### config.mk
export PLATFORM = sky130hd
export DESIGN_NAME = wsg_queue
export DESIGN_NICKNAME = d
export VERILOG_FILES = /design/src/rtl/wsg_pkg.sv /design/src/rtl/wsg_queue.sv
export SDC_FILE = /design/constraint.sdc
export NUM_CORES = 1
export LEC_CHECK = 0
export BUFFER_PORTS_ARGS = -buffer_cell sky130_fd_sc_hd__buf_2
export CORE_ASPECT_RATIO = 1.5
export CORE_MARGIN = 5
export CORE_UTILIZATION = 57
export DETAILED_ROUTE_END_ITERATION = 7
export GPL_ROUTABILITY_DRIVEN = 0
export PLACE_DENSITY_LB_ADDON = 0.3
export SKIP_CTS_REPAIR_TIMING = 1
export SKIP_LAST_GASP = 1
export SLEW_MARGIN = 20
export SYNTH_ARGS = -nofsm -noshare
export SYNTH_HDL_FRONTEND = slang
export SYNTH_SLANG_ARGS = --single-unit
export TNS_END_PERCENT = 100
### constraint.sdc
create_clock -name aclk -period 4.1 [get_ports aclk]
set_input_delay 0.82 -clock aclk [delete_from_list [all_inputs] [get_ports aclk]]
set_output_delay 0.82 -clock aclk [all_outputs]
set_load 0.01 [all_outputs]
### src/rtl/wsg_pkg.sv
// Shared constants, types and tables of the wavetable sample generator
`default_nettype none
package wsg_pkg;
    localparam int MAX_SIZE_LOG2_DEF = 16;
    localparam int SAMPLE_BITS_DEF   = 16;
    localparam int CORDIC_STAGES_DEF = 16;
    localparam int QW  = 34;  // CORDIC datapath width, Q32 plus headroom
    localparam int QUEUE_DEPTH = 4;
    localparam int QUEUE_AW    = 2;

    localparam logic [3:0] SHAPE_ZERO   = 4'd0;
    localparam logic [3:0] SHAPE_SINE   = 4'd1;
    localparam logic [3:0] SHAPE_TRI    = 4'd2;
    localparam logic [3:0] SHAPE_SQR    = 4'd3;
    localparam logic [3:0] SHAPE_QSQR   = 4'd4;
    localparam logic [3:0] SHAPE_SAW    = 4'd5;
    localparam logic [3:0] SHAPE_RSAW   = 4'd6;
    localparam logic [3:0] SHAPE_UTRI   = 4'd7;
    localparam logic [3:0] SHAPE_USQR   = 4'd8;
    localparam logic [3:0] SHAPE_USAW   = 4'd9;
    localparam logic [3:0] SHAPE_URSAW  = 4'd10;
    localparam logic [3:0] SHAPE_USINE  = 4'd11;

    localparam logic [1:0] REG_SHAPE = 2'd0;
    localparam logic [1:0] REG_SIZE  = 2'd1;
    localparam logic [1:0] REG_PHASE = 2'd2;

    // Front-end classification carried to the back end
    typedef struct packed {
        logic        is_sine;
        logic        unipolar_sine;
        logic        flip;
        logic [31:0] angle;
        logic [33:0] direct;   // non-sine value, pre-saturation
    } wsg_item_t;

    function automatic logic [31:0] atan_turn(input int i);
        logic [31:0] t;
        case (i)
            0: t = 32'h20000000;  1: t = 32'h12E4051E;  2: t = 32'h09FB385B;
            3: t = 32'h051111D4;  4: t = 32'h028B0D43;  5: t = 32'h0145D7E1;
            6: t = 32'h00A2F61E;  7: t = 32'h00517C55;  8: t = 32'h0028BE53;
            9: t = 32'h00145F2F; 10: t = 32'h000A2F98; 11: t = 32'h000517CC;
            12: t = 32'h00028BE6; 13: t = 32'h000145F3; 14: t = 32'h0000A2FA;
            15: t = 32'h0000517D; 16: t = 32'h000028BE; 17: t = 32'h0000145F;
            18: t = 32'h00000A30; 19: t = 32'h00000518; 20: t = 32'h0000028C;
            21: t = 32'h00000146; 22: t = 32'h000000A3; 23: t = 32'h00000051;
            24: t = 32'h00000029; 25: t = 32'h00000014; 26: t = 32'h0000000A;
            27: t = 32'h00000005; 28: t = 32'h00000003; 29: t = 32'h00000001;
            30: t = 32'h00000001;
            default: t = 32'h00000000;
        endcase
        return t;
    endfunction
endpackage
`default_nettype wire

### src/rtl/wsg_queue.sv
// Short item queue between front and back ends
`default_nettype none
module wsg_queue (
    input  wire logic          aclk,
    input  wire logic          aresetn,
    input  wire logic          in_valid,
    output logic               in_ready,
    input  wsg_pkg::wsg_item_t in_item,
    output logic               out_valid,
    input  wire logic          out_ready,
    output wsg_pkg::wsg_item_t out_item
);
    import wsg_pkg::*;
    wsg_item_t mem_reg [QUEUE_DEPTH];
    logic [QUEUE_AW-1:0] wr_reg, rd_reg;
    logic [QUEUE_AW:0]   cnt_reg;
    logic push, pop;

    assign in_ready  = (cnt_reg != (QUEUE_AW+1)'(QUEUE_DEPTH));
    assign out_valid = (cnt_reg != '0);
    assign out_item  = mem_reg[rd_reg];
    assign push = in_valid && in_ready;
    assign pop  = out_valid && out_ready;

    always_ff @(posedge aclk) begin
        if (!aresetn) begin
            wr_reg <= '0;
            rd_reg <= '0;
            cnt_reg <= '0;
        end else begin
            if (push) wr_reg <= wr_reg + 1'b1;
            if (pop) rd_reg <= rd_reg + 1'b1;
            cnt_reg <= cnt_reg + (QUEUE_AW+1)'(push) - (QUEUE_AW+1)'(pop);
        end
        if (push) mem_reg[wr_reg] <= in_item;
    end
endmodule
`default_nettype wire

==> flow_summary.json <==
{
  "slowest_stage": "dfxtp_4",
  "synth_cells": 409,
  "setup_viol": 0,
  "r2r-start": "cnt_reg[1]",
  "critPathArrivalTime_ns": 2.44,
  "critical_path.max_stage_delay_ns": 0.80,
  "remaining_drc_errors": 0,
  "synth.top_cell.area_share_pct": 79.4,
  "synth_xor_area_share_pct": 0.336,
  "end_kind": "output pin",
  "finalClockSkew_ns": 0.00982,
  "synthArstFlopShare_pct": 0,
  "period_share_pct": 79.6,
  "holdWs_ns": 0.523,
  "grt_overflow": 0,
  "synth_seq_cells": 285,
  "syn-num-nets": 489,
  "yosys.area.top_type": "edfxtp_1",
  "die_w_um": 120,
  "drtIter0Drc": 328,
  "grtUsageTotal_pct": 17.3,
  "worstPathMaxFanout": 34,
  "yosysMostFrequentCell": "edfxtp_1",
  "htree_levels": 1,
  "rsz0062_at_grt": "false",
  "first_pass_iters": 4,
  "root_buffer": "clkbuf_16",
  "synth_mux_area_share_pct": 15.1,
  "power.total_mw": 7.61,
  "largest_register_ffs": 276,
  "p_comb_share_pct": 19.8,
  "max_freq_mhz": 307,
  "synthFlopType": "edfxtp_1",
  "place_ws_ns": 1.13,
  "clk_path_buf_depth": 3,
  "relSlewSlack_pct": 29.1,
  "insertion_delay_ns": 0.51,
  "p_int_mw": 5.71,
  "synth_compound_area_share_pct": 0.240,
  "fp.dieH_um": 176,
  "min_path_type": "input pin to flop",
  "critical-path-top-delay-family": "flip-flops",
  "wire_per_inst_um": 22.6,
  "cts.sinks": 285,
  "ir_worst_vdd_v": 0.000525,
  "vias": 4551,
  "synth_edf_count": 276,
  "p_leak_nw": 4.09,
  "yosysUniqueCellTypes": 21,
  "cts_buffers": 26,
  "ys_seq_area_share_pct": 81.2,
  "startpoint_type": "flop",
  "status": "completed",
  "die_area_mm2": 0.0212,
  "seq_power_share_pct": 49.2,
  "drive_above_1_share_pct": 43.4,
  "p_clk_share_pct": 30.9,
  "crit_type": "flop to output pin",
  "yosys.area_share.simple_pct": 0.875,
  "areaGrowthSynthToFinish_pct": 16.8,
  "max-cap-violations": 0,
  "port-buffer-count": 143,
  "tightest_slew_ns": 1.06,
  "synth_top_family_by_area": "multiplexers",
  "rows": 60,
  "vias_per_cell": 5.67,
  "cp_num_buf_inv": 2,
  "grt_pass1_wl_mm": 28.2,
  "fin_setup_tns_ns": 0,
  "min-delay-start": "in_item[66]",
  "synth_common_cells": "edfxtp_1 (276), mux4_2 (69), dfxtp_1 (9)",
  "tritoncts": "built",
  "io_pins": 144,
  "fill_cells": 1160,
  "grt_pass1_vias": 5112,
  "antenna_left": 0,
  "start_util_pct": 57.9,
  "grt_start_max_net_pins": 70,
  "powerDensity_mw_per_mm2": 624,
  "coreArea_mm2": 0.0180,
  "p_sw_mw": 1.90,
  "worst_ep_required_time_ns": 3.28,
  "fin_ws_ns": 0.838,
  "dp_hpwl_mm": 10.8,
  "fin_nets": 645,
  "clkSlewWorstSetupHoldPaths_ns": 0.06,
  "synth_area_mm2": 0.0104,
  "yosysWarningCount": 0,
  "crit_chain": "buf_4 -> mux4_2 -> buf_2",
  "swShare_pct": 25.0,
  "avgSynthCellArea_um2": 25.5,
  "hold_viol_final": 0,
  "synth_adder_area_share_pct": 0.911,
  "drv_slew": 0,
  "synth_area_leaders": "edfxtp_1 (79%), mux4_2 (15%), dfxtp_1 (1.7%)",
  "wirelength_mm": 18.2,
  "fin_crit_ns": 3.26,
  "antenna_found_initial": 1
}
## layout make-up
class / instances / area (um^2) / area share (%)
Multi-Input combinational cell: 102 / 1830 / 15.0
Tap cell: 217 / 272 / 2.23
Inverter: 5 / 18.8 / 0.154
Timing Repair Buffer: 145 / 743 / 6.10
Sequential cell: 285 / 8480 / 69.6
Clock inverter: 13 / 136 / 1.12
Antenna cell: 1 / 2.50 / 0.0205
Clock buffer: 35 / 706 / 5.79
## placed cells by master (no fill, tap or decap), types with 2 or more instances in the layout
| cell | count |
|---|---|
| and2_1 | 3 |
| and2_4 | 4 |
| buf_2 | 143 |
| bufinv_16 | 3 |
| clkbuf_1 | 8 |
| clkbuf_16 | 27 |
| clkinv_1 | 6 |
| clkinv_2 | 3 |
| dfxtp_1 | 7 |
| dfxtp_4 | 2 |
| edfxtp_1 | 276 |
| ha_1 | 6 |
| inv_1 | 5 |
| mux2i_1 | 2 |
| mux4_2 | 69 |
| nand2_1 | 5 |
| nor2b_1 | 3 |
| xnor2_1 | 4 |
## cell families after synthesis
group / count (synthesis)
buffers and inverters: 22
XOR/XNOR: 4
AO/OA/AOI/OAI: 3
adder cells (fa/ha/maj): 7
AND/OR/NAND/NOR: 17
multiplexers: 71
flip-flops: 285
## metal layers
layer	global-route usage, %	wire length, um	part of all wire, %
met5	0	7	0.038
met4	4.54	252	1.4
met3	3.74	1050	5.8
met2	31.3	10100	56
met1	21.2	6760	37
## per-stage QoR
stage	util, %	cell area [um^2]	std cells
detailed placement	62.9	11300	754
global route	67.6	12200	802
finish	67.6	12200	803
CTS	67.6	12200	802
global placement	62.9	11300	754
floorplan	-	10400	409
## worst reg2reg max path: stages (launching register included)
cell and delay, ns:
dfxtp_1 0.47, nor2_1 0.11, a21boi_1 0.48, inv_1 0.11
ha_1 0.32, inv_1 0.06, ha_1 0.13, inv_1 0.05
fa_1 0.41, xnor2_1 0.20, xnor2_1 0.10, and2_1 0.16
## power by group through the flow
stage / clock (mW) / sequential [mW] / combinational [mW]
global route: 2.54 / 3.79 / 1.63
floorplan: 0 / 3.66 / 1.14
detailed placement: 0 / 3.82 / 1.54
finish: 2.35 / 3.75 / 1.51
CTS: 2.41 / 3.76 / 1.55
global placement: 0 / 3.79 / 1.51
## path summary, 6_finish.rpt
check / to / slack [ns] / cells after the start
worst min-delay path: mem_reg[1][66] / 0.52 / 1
worst min register to register: wr_reg[0] / 0.52 / 2
worst max register to register: cnt_reg[2] / 1.41 / 11
worst max-delay path: out_item[15] / 0.84 / 3
Note: power is estimated with default switching activity, not from simulation.
